$ cat src/sdc_pkg.sv
`timescale 1ns / 1ps

package sdc_pkg;

  // Fixed-point position of the mixed sums
  localparam int FRACTION_SHIFT = 8;

  localparam int MIX_W    = 32;
  localparam int ACC_W    = MIX_W + 1;
  localparam int LEVEL_W  = 17;
  localparam int SAMPLE_W = 16;

  localparam logic signed [ACC_W-1:0] MIX_OFFSET =
      ACC_W'(64'sh10000 <<< FRACTION_SHIFT);
  localparam logic signed [ACC_W-1:0] MIX_TOP =
      ACC_W'((64'sh20000 <<< FRACTION_SHIFT) - 1);

  // DC tracker scaling
  localparam int DC_SCALE_SHIFT = 14;
  localparam int DC_OUT_SHIFT   = 15;
  localparam int RATE_SHIFT     = 6;
  localparam logic signed [31:0] DC_BIAS  = 32'sh4000_0000;
  localparam logic signed [31:0] DC_ROUND = 32'sh0000_7FFF;

  localparam logic [SAMPLE_W-1:0] SAMPLE_BIAS = 16'h8000;
  localparam logic [SAMPLE_W-1:0] SAMPLE_MAX  = 16'hFFFF;

  // Configuration registers
  localparam int ADDR_W  = 4;
  localparam int PDATA_W = 32;
  localparam logic [1:0] REG_FILTER_MODE   = 2'd0;
  localparam logic [1:0] REG_RATE_FACTOR   = 2'd1;
  localparam logic [1:0] REG_SMOOTH_WEIGHT = 2'd2;

  localparam int MODE_W   = 3;
  localparam int RATE_W   = 7;
  localparam int WEIGHT_W = 6;
  localparam logic [MODE_W-1:0]   MODE_LOWPASS  = 3'd0;
  localparam logic [MODE_W-1:0]   MODE_AVERAGE  = 3'd1;
  localparam int                  MODE_BYPASS_BIT = 2;
  localparam logic [RATE_W-1:0]   RATE_RESET    = 7'd1;
  localparam logic [WEIGHT_W-1:0] WEIGHT_RESET  = 6'd25;

  // Shared divider: radix-2 restoring, several quotient bits per cycle
  localparam int DIV_W      = 32;
  localparam int DVSR_W     = RATE_W + RATE_SHIFT;
  localparam int DIV_STEPS  = 4;
  localparam int DIV_CYCLES = DIV_W / DIV_STEPS;
  localparam int DIV_CNT_W  = $clog2(DIV_CYCLES);

  typedef struct packed {
    logic signed [MIX_W-1:0] mix_left;
    logic signed [MIX_W-1:0] mix_right;
  } frame_t;

  typedef struct packed {
    logic signed [SAMPLE_W-1:0] sample_left;
    logic signed [SAMPLE_W-1:0] sample_right;
  } samples_t;

  typedef enum logic [3:0] {
    S_IDLE,
    S_CLAMP,
    S_DC_START,
    S_DC_WAIT,
    S_DC_UPDATE,
    S_DC_OUT,
    S_SMOOTH,
    S_LP_START,
    S_LP_WAIT,
    S_STORE,
    S_OUTPUT
  } state_t;

  typedef struct packed {
    logic load_in;
    logic clamp;
    logic dc_start;
    logic dc_update;
    logic dc_out;
    logic smooth;
    logic lp_start;
    logic lp_take;
    logic store;
    logic out_load;
    logic ch;
  } dp_cmd_t;

  typedef struct packed {
    logic div_done;
    logic out_free;
  } dp_status_t;

endpackage

$ cat src/sdc_div.sv
`timescale 1ns / 1ps

module sdc_div (
  input  logic                         clk,
  input  logic                         rst,
  input  logic                         start,
  input  logic [sdc_pkg::DIV_W-1:0]    dividend,
  input  logic [sdc_pkg::DVSR_W-1:0]   divisor,
  output logic [sdc_pkg::DIV_W-1:0]    quotient,
  output logic                         done
);

  logic [sdc_pkg::DVSR_W-1:0]    rem;
  logic [sdc_pkg::DIV_W-1:0]     quo;
  logic [sdc_pkg::DVSR_W-1:0]    dvsr;
  logic [sdc_pkg::DIV_CNT_W-1:0] cnt;
  logic                          busy;

  logic [sdc_pkg::DVSR_W-1:0]    rem_next;
  logic [sdc_pkg::DIV_W-1:0]     quo_next;
  logic [sdc_pkg::DVSR_W:0]      trial;

  // Shift in one dividend bit and try a subtract, several times a cycle
  always_comb begin
    rem_next = rem;
    quo_next = quo;
    trial    = '0;
    for (int i = 0; i < sdc_pkg::DIV_STEPS; i++) begin
      trial    = {rem_next, quo_next[sdc_pkg::DIV_W-1]};
      quo_next = {quo_next[sdc_pkg::DIV_W-2:0], 1'b0};
      if (trial >= {1'b0, dvsr}) begin
        rem_next    = sdc_pkg::DVSR_W'(trial - {1'b0, dvsr});
        quo_next[0] = 1'b1;
      end else begin
        rem_next = trial[sdc_pkg::DVSR_W-1:0];
      end
    end
  end

  always_ff @(posedge clk) begin
    if (rst) begin
      busy <= 1'b0;
      done <= 1'b0;
      cnt  <= '0;
    end else begin
      done <= 1'b0;
      if (start) begin
        busy <= 1'b1;
        cnt  <= '0;
      end else if (busy) begin
        cnt <= cnt + 1'b1;
        if (cnt == sdc_pkg::DIV_CNT_W'(sdc_pkg::DIV_CYCLES - 1)) begin
          busy <= 1'b0;
          done <= 1'b1;
        end
      end
    end
  end

  always_ff @(posedge clk) begin
    if (start) begin
      rem  <= '0;
      quo  <= dividend;
      dvsr <= divisor;
    end else if (busy) begin
      rem <= rem_next;
      quo <= quo_next;
    end
  end

  assign quotient = quo;

endmodule

$ cat src/sdc_dp.sv
`timescale 1ns / 1ps

module sdc_dp (
  input  logic                             clk,
  input  logic                             rst,
  input  sdc_pkg::dp_cmd_t                 cmd,
  output sdc_pkg::dp_status_t              status,
  input  logic                             filter_clear,
  input  logic [sdc_pkg::MODE_W-1:0]       filter_mode,
  input  logic [sdc_pkg::RATE_W-1:0]       rate_factor,
  input  logic [sdc_pkg::WEIGHT_W-1:0]     smooth_weight,
  input  sdc_pkg::frame_t                  frame,
  output sdc_pkg::samples_t                samples,
  output logic                             sample_valid,
  input  logic                             sample_stall
);

  sdc_pkg::frame_t                    frame_hold;
  logic [sdc_pkg::LEVEL_W-1:0]        level;
  logic [sdc_pkg::SAMPLE_W-1:0]       work;
  logic signed [31:0]                 track [2];
  logic                               primed [2];
  logic [sdc_pkg::SAMPLE_W-1:0]       prev [2];
  logic                               q_neg;
  logic [21:0]                        prod_new;
  logic [22:0]                        prod_prev;
  logic [sdc_pkg::SAMPLE_W-1:0]       res_left;
  logic [sdc_pkg::SAMPLE_W-1:0]       res_right;

  logic [sdc_pkg::RATE_W-1:0]         rate_eff;
  logic signed [sdc_pkg::MIX_W-1:0]   mix_sel;
  logic signed [sdc_pkg::ACC_W-1:0]   acc;
  logic signed [sdc_pkg::ACC_W-1:0]   acc_clamped;
  logic [sdc_pkg::LEVEL_W-1:0]        level_in;
  logic signed [31:0]                 target_in;
  logic signed [31:0]                 target;
  logic signed [32:0]                 diff;
  logic [32:0]                        diff_mag;
  logic [sdc_pkg::DIV_W-1:0]          div_dividend;
  logic [sdc_pkg::DVSR_W-1:0]         div_divisor;
  logic [sdc_pkg::DIV_W-1:0]          quotient;
  logic signed [31:0]                 q_signed;
  logic signed [31:0]                 track_sum;
  logic signed [16:0]                 track_scaled;
  logic signed [18:0]                 level_dc;
  logic [17:0]                        avg_sum;
  logic [23:0]                        lp_num;
  logic [7:0]                         lp_den;
  logic                               div_start;
  logic                               div_done;
  logic                               out_free;

  assign rate_eff = (rate_factor == '0) ? sdc_pkg::RATE_W'(1) : rate_factor;

  // Offset, clamp and drop the fraction
  assign mix_sel = cmd.ch ? frame_hold.mix_right : frame_hold.mix_left;
  assign acc     = {mix_sel[sdc_pkg::MIX_W-1], mix_sel} + sdc_pkg::MIX_OFFSET;
  always_comb begin
    if (acc < 0) begin
      acc_clamped = '0;
    end else if (acc > sdc_pkg::MIX_TOP) begin
      acc_clamped = sdc_pkg::MIX_TOP;
    end else begin
      acc_clamped = acc;
    end
  end
  assign level_in = acc_clamped[sdc_pkg::FRACTION_SHIFT +: sdc_pkg::LEVEL_W];

  assign target_in = $signed({1'b0, level_in, sdc_pkg::DC_SCALE_SHIFT'(0)}) - sdc_pkg::DC_BIAS;
  assign target    = $signed({1'b0, level, sdc_pkg::DC_SCALE_SHIFT'(0)}) - sdc_pkg::DC_BIAS;

  // Tracker step: magnitude into the divider, sign kept aside
  assign diff     = {track[cmd.ch][31], track[cmd.ch]} - {target[31], target};
  assign diff_mag = diff[32] ? (33'd0 - 33'(diff)) : 33'(diff);
  assign q_signed = q_neg ? (32'sd0 - $signed(quotient)) : $signed(quotient);

  // Tracker divided by 2^15, truncated toward zero
  assign track_sum    = track[cmd.ch] + (track[cmd.ch][31] ? sdc_pkg::DC_ROUND : 32'sd0);
  assign track_scaled = track_sum[31:sdc_pkg::DC_OUT_SHIFT];
  assign level_dc     = $signed({3'b000, level[sdc_pkg::LEVEL_W-1:1]})
                      - $signed({{2{track_scaled[16]}}, track_scaled});

  assign avg_sum = {2'b00, work} + {1'b0, work, 1'b0} + {2'b00, prev[cmd.ch]};
  assign lp_num  = {2'b00, prod_new} + {1'b0, prod_prev};
  assign lp_den  = {2'b00, smooth_weight} + {1'b0, rate_eff};

  assign div_start    = cmd.dc_start | cmd.lp_start;
  assign div_dividend = cmd.dc_start ? diff_mag[sdc_pkg::DIV_W-1:0]
                                     : {8'd0, lp_num};
  assign div_divisor  = cmd.dc_start ? {rate_eff, sdc_pkg::RATE_SHIFT'(0)}
                                     : {5'd0, lp_den};

  sdc_div u_div (
    .clk      (clk),
    .rst      (rst),
    .start    (div_start),
    .dividend (div_dividend),
    .divisor  (div_divisor),
    .quotient (quotient),
    .done     (div_done)
  );

  // Per-channel filter state
  always_ff @(posedge clk) begin
    if (rst || filter_clear) begin
      for (int c = 0; c < 2; c++) begin
        track[c]  <= '0;
        primed[c] <= 1'b0;
        prev[c]   <= sdc_pkg::SAMPLE_BIAS;
      end
    end else begin
      if (cmd.clamp && !filter_mode[sdc_pkg::MODE_BYPASS_BIT] && !primed[cmd.ch]) begin
        track[cmd.ch]  <= target_in;
        primed[cmd.ch] <= 1'b1;
      end
      if (cmd.dc_update) begin
        track[cmd.ch] <= track[cmd.ch] - q_signed;
      end
      if (cmd.smooth && filter_mode == sdc_pkg::MODE_AVERAGE) begin
        prev[cmd.ch] <= work;
      end
      if (cmd.lp_take) begin
        prev[cmd.ch] <= quotient[sdc_pkg::SAMPLE_W-1:0];
      end
    end
  end

  // Working values
  always_ff @(posedge clk) begin
    if (cmd.load_in) begin
      frame_hold <= frame;
    end
    if (cmd.clamp) begin
      level <= level_in;
      work  <= level_in[sdc_pkg::LEVEL_W-1:1];
    end
    if (cmd.dc_start) begin
      q_neg <= diff[32];
    end
    if (cmd.dc_out) begin
      if (level_dc < 0) begin
        work <= '0;
      end else if (level_dc[17:16] != 2'b00) begin
        work <= sdc_pkg::SAMPLE_MAX;
      end else begin
        work <= level_dc[sdc_pkg::SAMPLE_W-1:0];
      end
    end
    if (cmd.smooth) begin
      prod_new  <= work * smooth_weight;
      prod_prev <= prev[cmd.ch] * rate_eff;
      if (filter_mode == sdc_pkg::MODE_AVERAGE) begin
        work <= avg_sum[17:2];
      end
    end
    if (cmd.lp_take) begin
      work <= quotient[sdc_pkg::SAMPLE_W-1:0];
    end
    if (cmd.store) begin
      if (cmd.ch) begin
        res_right <= work ^ sdc_pkg::SAMPLE_BIAS;
      end else begin
        res_left <= work ^ sdc_pkg::SAMPLE_BIAS;
      end
    end
    if (cmd.out_load) begin
      samples.sample_left  <= $signed(res_left);
      samples.sample_right <= $signed(res_right);
    end
  end

  // Output register
  assign out_free = !sample_valid || !sample_stall;

  always_ff @(posedge clk) begin
    if (rst) begin
      sample_valid <= 1'b0;
    end else if (cmd.out_load) begin
      sample_valid <= 1'b1;
    end else if (!sample_stall) begin
      sample_valid <= 1'b0;
    end
  end

  assign status.div_done = div_done;
  assign status.out_free = out_free;

endmodule

$ cat src/sdc_ctrl.sv
`timescale 1ns / 1ps

module sdc_ctrl (
  input  logic                         clk,
  input  logic                         rst,
  input  logic                         frame_valid,
  output logic                         frame_stall,
  input  logic [sdc_pkg::MODE_W-1:0]   filter_mode,
  input  sdc_pkg::dp_status_t          status,
  output sdc_pkg::dp_cmd_t             cmd
);

  sdc_pkg::state_t state;
  sdc_pkg::state_t state_next;
  logic            ch;

  always_ff @(posedge clk) begin
    if (rst) begin
      state <= sdc_pkg::S_IDLE;
      ch    <= 1'b0;
    end else begin
      state <= state_next;
      if (state == sdc_pkg::S_STORE) begin
        ch <= ~ch;
      end
    end
  end

  always_comb begin
    state_next = state;
    case (state)
      sdc_pkg::S_IDLE: begin
        if (frame_valid) begin
          state_next = sdc_pkg::S_CLAMP;
        end
      end
      sdc_pkg::S_CLAMP: begin
        state_next = filter_mode[sdc_pkg::MODE_BYPASS_BIT] ? sdc_pkg::S_SMOOTH
                                                           : sdc_pkg::S_DC_START;
      end
      sdc_pkg::S_DC_START: state_next = sdc_pkg::S_DC_WAIT;
      sdc_pkg::S_DC_WAIT: begin
        if (status.div_done) begin
          state_next = sdc_pkg::S_DC_UPDATE;
        end
      end
      sdc_pkg::S_DC_UPDATE: state_next = sdc_pkg::S_DC_OUT;
      sdc_pkg::S_DC_OUT:    state_next = sdc_pkg::S_SMOOTH;
      sdc_pkg::S_SMOOTH: begin
        state_next = (filter_mode == sdc_pkg::MODE_LOWPASS) ? sdc_pkg::S_LP_START
                                                            : sdc_pkg::S_STORE;
      end
      sdc_pkg::S_LP_START: state_next = sdc_pkg::S_LP_WAIT;
      sdc_pkg::S_LP_WAIT: begin
        if (status.div_done) begin
          state_next = sdc_pkg::S_STORE;
        end
      end
      sdc_pkg::S_STORE: begin
        state_next = ch ? sdc_pkg::S_OUTPUT : sdc_pkg::S_CLAMP;
      end
      sdc_pkg::S_OUTPUT: begin
        if (status.out_free) begin
          state_next = sdc_pkg::S_IDLE;
        end
      end
      default: state_next = sdc_pkg::S_IDLE;
    endcase
  end

  always_comb begin
    cmd         = '0;
    cmd.ch      = ch;
    frame_stall = 1'b1;
    case (state)
      sdc_pkg::S_IDLE: begin
        frame_stall = 1'b0;
        cmd.load_in = frame_valid;
      end
      sdc_pkg::S_CLAMP:     cmd.clamp     = 1'b1;
      sdc_pkg::S_DC_START:  cmd.dc_start  = 1'b1;
      sdc_pkg::S_DC_UPDATE: cmd.dc_update = 1'b1;
      sdc_pkg::S_DC_OUT:    cmd.dc_out    = 1'b1;
      sdc_pkg::S_SMOOTH:    cmd.smooth    = 1'b1;
      sdc_pkg::S_LP_START:  cmd.lp_start  = 1'b1;
      sdc_pkg::S_LP_WAIT:   cmd.lp_take   = status.div_done;
      sdc_pkg::S_STORE:     cmd.store     = 1'b1;
      sdc_pkg::S_OUTPUT:    cmd.out_load  = status.out_free;
      default: cmd = '0;
    endcase
  end

endmodule

$ cat src/stereo_output_dc_block_smoother.sv
`timescale 1ns / 1ps

// Stereo output stage: each transfer on the frame channel carries one left and
// one right mixed sum (signed, 8 fractional bits); each transfer on the sample
// channel returns one pair of signed 16-bit samples, in order. Per channel the
// sum is offset, clamped and reduced to a 17-bit level; a leaky DC tracker,
// primed by the first level after a mode write, is removed, or with mode bit 2
// set the level is just halved; mode 0 then runs a weighted one-pole lowpass
// and mode 1 a 3:1 two-tap average. Frames are processed one at a time, left
// then right, by a controller driving a shared divider that retires 4 quotient
// bits per cycle (two divisions per channel in mode 0); mode 4 and up bypass
// the DC stage and do no smoothing. The finished pair waits in an output
// register, so the next frame is taken while the sample side stalls. Registers
// on the APB-style port: filter_mode at 0x0 (writing it clears all filter
// state), rate_factor at 0x4 (0 acts as 1), smooth_weight at 0x8; write them
// only while no frame is in flight.
module stereo_output_dc_block_smoother (
  input  logic                          clk,
  input  logic                          rst,
  input  logic                          psel,
  input  logic                          penable,
  input  logic                          pwrite,
  input  logic [sdc_pkg::ADDR_W-1:0]    paddr,
  input  logic [sdc_pkg::PDATA_W-1:0]   pwdata,
  output logic [sdc_pkg::PDATA_W-1:0]   prdata,
  output logic                          pready,
  input  logic                          frame_valid,
  output logic                          frame_stall,
  input  sdc_pkg::frame_t               frame,
  output logic                          sample_valid,
  input  logic                          sample_stall,
  output sdc_pkg::samples_t             samples
);

  logic [sdc_pkg::MODE_W-1:0]   filter_mode;
  logic [sdc_pkg::RATE_W-1:0]   rate_factor;
  logic [sdc_pkg::WEIGHT_W-1:0] smooth_weight;

  logic                         cfg_write;
  logic [1:0]                   cfg_index;
  logic                         filter_clear;

  sdc_pkg::dp_cmd_t             cmd;
  sdc_pkg::dp_status_t          status;

  // Config port: no wait states, write lands on the access phase
  assign pready    = 1'b1;
  assign cfg_write = psel && penable && pwrite && pready;
  assign cfg_index = paddr[3:2];

  // A mode write restarts both channels' filters
  assign filter_clear = cfg_write && (cfg_index == sdc_pkg::REG_FILTER_MODE);

  always_ff @(posedge clk) begin
    if (rst) begin
      filter_mode   <= sdc_pkg::MODE_LOWPASS;
      rate_factor   <= sdc_pkg::RATE_RESET;
      smooth_weight <= sdc_pkg::WEIGHT_RESET;
    end else if (cfg_write) begin
      case (cfg_index)
        sdc_pkg::REG_FILTER_MODE:   filter_mode   <= pwdata[sdc_pkg::MODE_W-1:0];
        sdc_pkg::REG_RATE_FACTOR:   rate_factor   <= pwdata[sdc_pkg::RATE_W-1:0];
        sdc_pkg::REG_SMOOTH_WEIGHT: smooth_weight <= pwdata[sdc_pkg::WEIGHT_W-1:0];
        default: ;
      endcase
    end
  end

  // Read back; unused addresses return zero
  always_comb begin
    case (cfg_index)
      sdc_pkg::REG_FILTER_MODE:
        prdata = sdc_pkg::PDATA_W'(filter_mode);
      sdc_pkg::REG_RATE_FACTOR:
        prdata = sdc_pkg::PDATA_W'(rate_factor);
      sdc_pkg::REG_SMOOTH_WEIGHT:
        prdata = sdc_pkg::PDATA_W'(smooth_weight);
      default:
        prdata = '0;
    endcase
  end

  // Sequencer: walks left then right through clamp, DC removal and smoothing
  sdc_ctrl u_ctrl (
    .clk         (clk),
    .rst         (rst),
    .frame_valid (frame_valid),
    .frame_stall (frame_stall),
    .filter_mode (filter_mode),
    .status      (status),
    .cmd         (cmd)
  );

  // Arithmetic, filter state, divider and output register
  sdc_dp u_dp (
    .clk           (clk),
    .rst           (rst),
    .cmd           (cmd),
    .status        (status),
    .filter_clear  (filter_clear),
    .filter_mode   (filter_mode),
    .rate_factor   (rate_factor),
    .smooth_weight (smooth_weight),
    .frame         (frame),
    .samples       (samples),
    .sample_valid  (sample_valid),
    .sample_stall  (sample_stall)
  );

  // One frame in flight: a transfer in closes the input until the pair is out
  assert property (@(posedge clk) disable iff (rst)
    frame_valid && !frame_stall |=> frame_stall)
    else $error("frame taken while the previous one is still in flight");

  // A new result only appears at the end of a frame's processing
  assert property (@(posedge clk) disable iff (rst)
    $rose(sample_valid) |-> $past(frame_stall))
    else $error("result raised without a frame in flight");

endmodule
$ cat config.mk
export PLATFORM = sky130hd
export DESIGN_NAME = stereo_output_dc_block_smoother
export DESIGN_NICKNAME = d
export VERILOG_FILES = /design/src/sdc_pkg.sv /design/src/sdc_div.sv /design/src/sdc_dp.sv /design/src/sdc_ctrl.sv /design/src/stereo_output_dc_block_smoother.sv
export SDC_FILE = /design/constraint.sdc
export NUM_CORES = 2
export LEC_CHECK = 0
export BUFFER_PORTS_ARGS = -buffer_cell sky130_fd_sc_hd__buf_2
export CORE_ASPECT_RATIO = 1.25
export CORE_MARGIN = 2
export CORE_UTILIZATION = 40
export DETAILED_ROUTE_END_ITERATION = 8
export SKIP_CTS_REPAIR_TIMING = 1
export SYNTH_ARGS = -nofsm -noshare
export SYNTH_HDL_FRONTEND = slang
export SYNTH_HIERARCHICAL = 1
export SYNTH_SLANG_ARGS = --single-unit
$ cat constraint.sdc
create_clock -name clk -period 12.3 [get_ports clk]
set_clock_uncertainty 0.2 [all_clocks]
set_input_delay 2.46 -clock clk [delete_from_list [all_inputs] [get_ports clk]]
set_output_delay 2.46 -clock clk [all_outputs]
set_load 0.005 [all_outputs]
== Word-level counts from Yosys, hierarchy flattened ==
Memories as Yosys holds them, arrays and structs flattened.
Cells that the tools add are included.
Storage, ports and cells
  RAM bits: 98
  logic and storage cells: 189
  register bits after elaboration: 292
  memories kept: 3
  bits of input ports: 107
Cells by class
  multipliers: 2
  eq/ne operators: 19
  bitwise logic cells: 7
  order comparisons: 7
  muxes and demuxes: 78
  add/sub/neg operators: 18
  reduce and logical (&&, ||, !) cells: 30
Memories
  u_dp.track: words 2, width 32, rd ports 1, clocked after Yosys merged registers in 0, write ports 2, line sdc_dp.sv:21  | logic signed [31:0] track [2];
  u_dp.prev: words 2, width 16, rd ports 1, clocked after Yosys merged registers in 0, write ports 2, line sdc_dp.sv:23  | logic [sdc_pkg::SAMPLE_W-1:0] prev [2];
  u_dp.primed: words 2, width 1, rd ports 1, clocked after Yosys merged registers in 0, write ports 2, line sdc_dp.sv:22  | logic primed [2];
Operator list (number)
  32-bit two-way mux: 8
  16-bit two-way mux: 9
  1-bit by 32-bit subtractor with 32-bit output (first input constant): 2
  31-bit by 31-bit subtractor with 32-bit output (second input constant): 2
  14-bit by 13-bit >= comparator with 1-bit output: 4
  13-bit two-way mux: 4
  13-bit subtractor: 4
  25-bit two-way mux: 2
  4-bit case mux with 11 select lines: 1
  1-bit two-way mux: 43
  32-bit by 26-bit adder with 33-bit output (second input constant): 1
  33-bit by 26-bit greater-than comparator with 1-bit output (second input constant): 1
  33-bit by 1-bit less-than comparator with 1-bit output (second input constant): 1
  32-bit by 32-bit subtractor with 33-bit output: 1
  32-bit by 16-bit adder with 32-bit output: 1
  32-bit OR reduction: 1
  32-bit subtractor: 1
  22-bit by 23-bit adder with 24-bit output: 1
  4-bit two-way mux: 6
  16-bit by 7-bit multiplier with 23-bit output: 1
  16-bit by 6-bit multiplier with 22-bit output: 1
  7-bit case mux with 3 select lines: 1
  16-bit by 17-bit adder with 18-bit output: 1
  18-bit by 16-bit adder with 18-bit output: 1
  other kinds (35): 63

== Depth between registers and ports, before layout ==
An unclocked memory read counts as a cell.
  depth after elaboration: 14
  gate-level depth with buffers: 44

== Modules after synthesis ==
The synthesis kept the hierarchy.
Modules (own cells, without submodules)
  sdc_dp: times used 1, area an instance 25818.5 um^2, cells an instance 2629, seq. area each 8998.6 um^2
  sdc_div: times used 1, area an instance 5375.2 um^2, cells an instance 551, seq. area each 1711.6 um^2
  stereo_output_dc_block_smoother: times used 1, area an instance 1031.0 um^2, cells an instance 112, seq. area each 320.3 um^2
  sdc_ctrl: times used 1, area an instance 484.2 um^2, cells an instance 72, seq. area each 100.1 um^2

== Worst setup path before layout ==
OpenSTA, ideal clock, no wires.
  path type: reg2reg
  start point: register u_dp/u_div/dvsr[0] (netlist bit)
  end point: register u_dp.u_div.quo, in the netlist u_dp/u_div/quotient[0] (data pin)
  slack: 3055 ps
  path buffers: 7
  library setup time: 260 ps
  cell stages (with the launch flop): 40
  arrival time: 8785 ps
  path through: edfxtp_1 ha_1 fa_1 nand2b_1 a21oi_1 o21ai_0 a31o_2 buf_2 buf_1 a21oi_1 fa_1 nand2b_1 a211oi_1 a2bb2oi_2 o31a_1 a311oi_4 buf_2 buf_2 [4 not listed] nand2b_1 a41o_1 o221ai_1 o211ai_1 nand2_1 buf_2 mux2_2 ha_1 and2_1 a21boi_1 o41a_1 a221o_1 o21ai_0 nand2b_1 a311o_1 buf_6 buf_6 mux2_2
On the way
  cells in the longest elaborated chain, start to end: 10
  elaborated cells on any way between the ends: 13
  those cells by class: add/sub (3); order compare (4); mux (6)
RTL lines
  from (decl): line sdc_div.sv:15  | logic [sdc_pkg::DVSR_W-1:0] dvsr;
  from (signal assigned): line sdc_div.sv:64  | dvsr <= divisor;
  13-bit subtractor / 14-bit by 13-bit >= comparator with 1-bit output (equally long branches): line sdc_div.sv:32, sdc_div.sv:31
  13-bit two-way mux: line sdc_div.sv:31  | if (trial >= {1'b0, dvsr}) begin
  13-bit subtractor / 14-bit by 13-bit >= comparator with 1-bit output (equally long branches): line sdc_div.sv:32, sdc_div.sv:31
  13-bit two-way mux: line sdc_div.sv:31
  13-bit subtractor / 14-bit by 13-bit >= comparator with 1-bit output (equally long branches): line sdc_div.sv:32, sdc_div.sv:31
  13-bit two-way mux: line sdc_div.sv:31
  14-bit by 13-bit >= comparator with 1-bit output *: line sdc_div.sv:31
  1-bit two-way mux *: line sdc_div.sv:31
  32-bit two-way mux *: line sdc_div.sv:65  | end else if (busy) begin
  32-bit two-way mux *: line sdc_div.sv:61  | if (start) begin
  to (signal assigned): line sdc_div.sv:63  | quo <= dividend;
  to (signal assigned): line sdc_div.sv:67  | quo <= quo_next;
  to (decl): line sdc_div.sv:14  | logic [sdc_pkg::DIV_W-1:0] quo;
Every way passes the cells marked *; elsewhere a longest branch is shown, timed or not. The select of a mux whose other input is x is not followed.
A chain may end at the register's enable or synchronous reset.

== Worst setup path in the final report ==
  start point: register u_dp.u_div.quo, in the netlist u_dp/u_div/quotient[31]
  end point: register u_dp/u_div/rem[0] (netlist bit)
On the way
  cells in the longest elaborated chain, start to end: 8
  elaborated cells on any way between the ends: 11
  those cells by class: add/sub (3); order compare (4); mux (4)
RTL lines
  13-bit subtractor / 14-bit by 13-bit >= comparator with 1-bit output (equally long branches): line sdc_div.sv:32, sdc_div.sv:31
  13-bit two-way mux *: line sdc_div.sv:31
  13-bit subtractor / 14-bit by 13-bit >= comparator with 1-bit output (equally long branches): line sdc_div.sv:32, sdc_div.sv:31
  13-bit two-way mux *: line sdc_div.sv:31
  13-bit subtractor / 14-bit by 13-bit >= comparator with 1-bit output (equally long branches): line sdc_div.sv:32, sdc_div.sv:31
  13-bit two-way mux *: line sdc_div.sv:31
  14-bit by 13-bit >= comparator with 1-bit output *: line sdc_div.sv:31
  13-bit two-way mux *: line sdc_div.sv:31
  to (signal assigned): line sdc_div.sv:66  | rem <= rem_next;
  to (decl): line sdc_div.sv:13  | logic [sdc_pkg::DVSR_W-1:0] rem;
Every way passes the cells marked *; elsewhere a longest branch is shown, timed or not.

==> out/metrics.cfg <==
[outcome]
outcome = complete, no violations

[floorplan]
start_util_pct = 40.3
die_x_um = 260
coreArea_um2 = 81200
die_h_um = 324
die-area_um2 = 84100
std_cell_rows = 117
pin_count = 174

[cells_and_area]
final_nets = 3966
drive_gt1_share_pct = 10.7
diodes = 0
layout.cells.non_filler = 4558
areaGrowthSynthToFinish_pct = 9.42

[sta]
report.final.slew_viol_count = 0
fin_crit_ns = 10.57
setup_viol = 0
tns_ns = 0
period_share_pct = 86.0
fin_ws_ns = 1.73
fin_hold_ws_ns = 0.216
slew-limit-headroom_pct = 13.2
rsz0062_at_grt = false
max_freq_mhz = 94.6
timing_worst_slew_pin_value_ns = 1.30
hold_viol = 0

[clocking]
cts_tree = built
cts_root_buf = clkbuf_16
h-tree-depth = 2
path_clk_slew_ns = 0.07
clk_latency_ns = 0.56
cts_buffers = 40
clk_path_buf_depth = 3
cts.sinks = 390

[global_routing]
busiest_layer = met2
track_usage_pct = 21.1
grt_overflow = 0
grt_use_met1_pct = 25.7
antenna_found_initial = 2
grt_max_degree = 72
grt_util_met3_pct = 1.76
grt_util_met2_pct = 37.7
grt_pass1_wl_um = 138000
grt_pass1_vias = 24500

[synth]
synthArstFlopShare_pct = 0
ys_ff_latch = 390
synth-edff-count = 332
synth_area_um2 = 32700
yosysSeqAreaShare_pct = 34.0
yosys_warnings = 6
yosysUniqueCellTypes = 110
synth_ff_type = edfxtp_1
netlist_instances = 3364
syn_area_per_cell_um2 = 9.72

[placement]
dp_hpwl_um = 68400
dp_slack_ns = 1.71
gp_congestion = 0.894
io_buffers = 120
dp.cells = 4486

[worst_setup_path]
crit_path_max_incr_delay_ns = 0.64
critPathRequiredTime_ns = 12.57
critPathLaunchType = register
critical_path.most_common_cell = ha_1
cp-end-kind = register
crit_arrival_ns = 10.84
crit_fanout = 22
slowest_stage = a311o_1
path_class = reg -> reg

[route]
drt_iter0_drc = 1749
wire_per_inst_um = 19.5
vias = 25000
routed_wl_um = 88900
viasPerCell = 5.47
drc = 0
antenna_left = 0
drt_first_pass_iters = 8

[worst_hold_path]
hp-class = reg -> reg

[run]
max_cap_violations = 0

## per-stage QoR
| stage | util (%) | area (um2) |
|---|---|---|
| after detailed placement | 42.4 | 34400 |
| after global placement | 42.4 | 34400 |
| after floorplan | - | 32800 |
| after CTS | 44.1 | 35800 |
| after global routing | 44.1 | 35800 |
| final | 44.1 | 35800 |
## synthesized netlist by cell type (26+ instances only)
library cell | instances | area (um2)
a211oi_1 | 45 | 338
inv_1 | 274 | 1030
mux2i_1 | 95 | 951
clkbuf_1 | 81 | 304
nor2b_1 | 44 | 275
xnor2_1 | 125 | 1090
edfxtp_1 | 332 | 9970
o21ai_0 | 142 | 711
ha_1 | 251 | 3140
nand4_1 | 30 | 188
buf_4 | 31 | 233
nand3_1 | 50 | 250
xor2_1 | 89 | 780
mux2_2 | 82 | 923
or3_1 | 26 | 163
fa_1 | 151 | 3020
nor2_1 | 274 | 1030
nor3_1 | 64 | 320
a21o_1 | 71 | 533
o21a_1 | 42 | 315
and2_1 | 106 | 663
nand2_1 | 292 | 1100
nand2b_1 | 45 | 282
dfxtp_1 | 58 | 1160
a21oi_1 | 194 | 971
## cell usage in the layout, fill, tap and decap left out, types with 10 or more instances in the layout
cell type and instances:
edfxtp_1 332, mux2_2 82, mux2i_1 95, o21a_1 42, conb_1 26, xor2_1 89, fa_1 151, nand2b_1 45
o21bai_1 13, nand3_1 50, o31ai_1 24, o211ai_1 12, nand3b_1 10, o41ai_1 12, nor2b_1 44, buf_2 120
nand2_1 292, and3_1 23, o22ai_1 10, nand4_1 30, buf_4 46, nor3_1 62, or3_1 26, dfxtp_1 58
clkbuf_16 41, nor2_1 272, nor4_1 12, inv_1 274, a21oi_1 193, xnor2_1 125, and2_1 105, nor3b_1 18
o21ai_0 142, a21o_1 71, a31oi_1 20, a211oi_1 45, ha_1 251
## cell families (layout without fill, tap and decap cells)
| logic type | Yosys count | count (layout) | synth area share (%) |
|---|---|---|---|
| adder cells (fa/ha/maj) | 402 | 402 | 18.8 |
| buffers and inverters | 416 | 515 | 5.28 |
| XOR/XNOR | 214 | 214 | 5.73 |
| multiplexers | 179 | 179 | 5.82 |
| AND/OR/NAND/NOR | 1057 | 1057 | 16.1 |
| other | 2 | 26 | 0.0230 |
| AO/OA/AOI/OAI | 704 | 704 | 14.2 |
| flip-flops | 390 | 390 | 34.0 |
## area by class of cell
cell class / instances / area (um2)
clock inverters: 23 / 298
repair buffers: 166 / 946
flip-flops and latches: 390 / 11100
multi-input cells: 2582 / 20000
clock buffers: 49 / 1060
well taps: 1071 / 1340
inverters: 277 / 1040
fillers: 7906 / 45500
## state kept, by name (all words and copies together) (netlist names), 4 cells and up
name                 cells
u_dp/prod_new           22
u_dp/u_div/quotient     32
u_dp/level              17
smooth_weight            6
u_dp/u_div/rem          13
u_dp/res_right          16
u_dp/u_div/dvsr         13
u_dp/samples            32
u_ctrl/state             4
rate_factor              7
u_dp/prod_prev          23
u_dp/prev               32
u_dp/res_left           16
u_dp/work               16
u_dp/track              64
u_dp/frame_hold         64
## layer usage
layer	part of all wire [%]	up-vias
met3	3.3	153
met1	41	12200
met4	5.2	0
li1	-	12100
met2	50	485
met5	0	-
## worst max-delay path: cells and delay by family, from the launching register on
family / cells / cell delay (ns)
fa+ha+maj: 5 / 1.62
buf+inv: 3 / 0.58
mux: 4 / 1.59
compound gates: 18 / 4.98
simple gates: 5 / 0.96
flops: 1 / 0.52
## final timing paths
path	startpoint	end	slack (ns)	depth (start not counted)
worst max-delay path	u_dp/u_div/quotient[31]	u_dp/u_div/rem[0]	1.73	35
worst min-delay path	u_dp/res_right[13]	u_dp/samples[13]	0.22	0
worst max register to register	u_dp/u_div/quotient[31]	u_dp/u_div/rem[0]	1.73	35
worst min register to register	u_dp/res_right[13]	u_dp/samples[13]	0.22	0
Power is left out: the tool's default activity adds up to more than one toggle a clock period on the data nets, which glitch-free logic cannot reach.
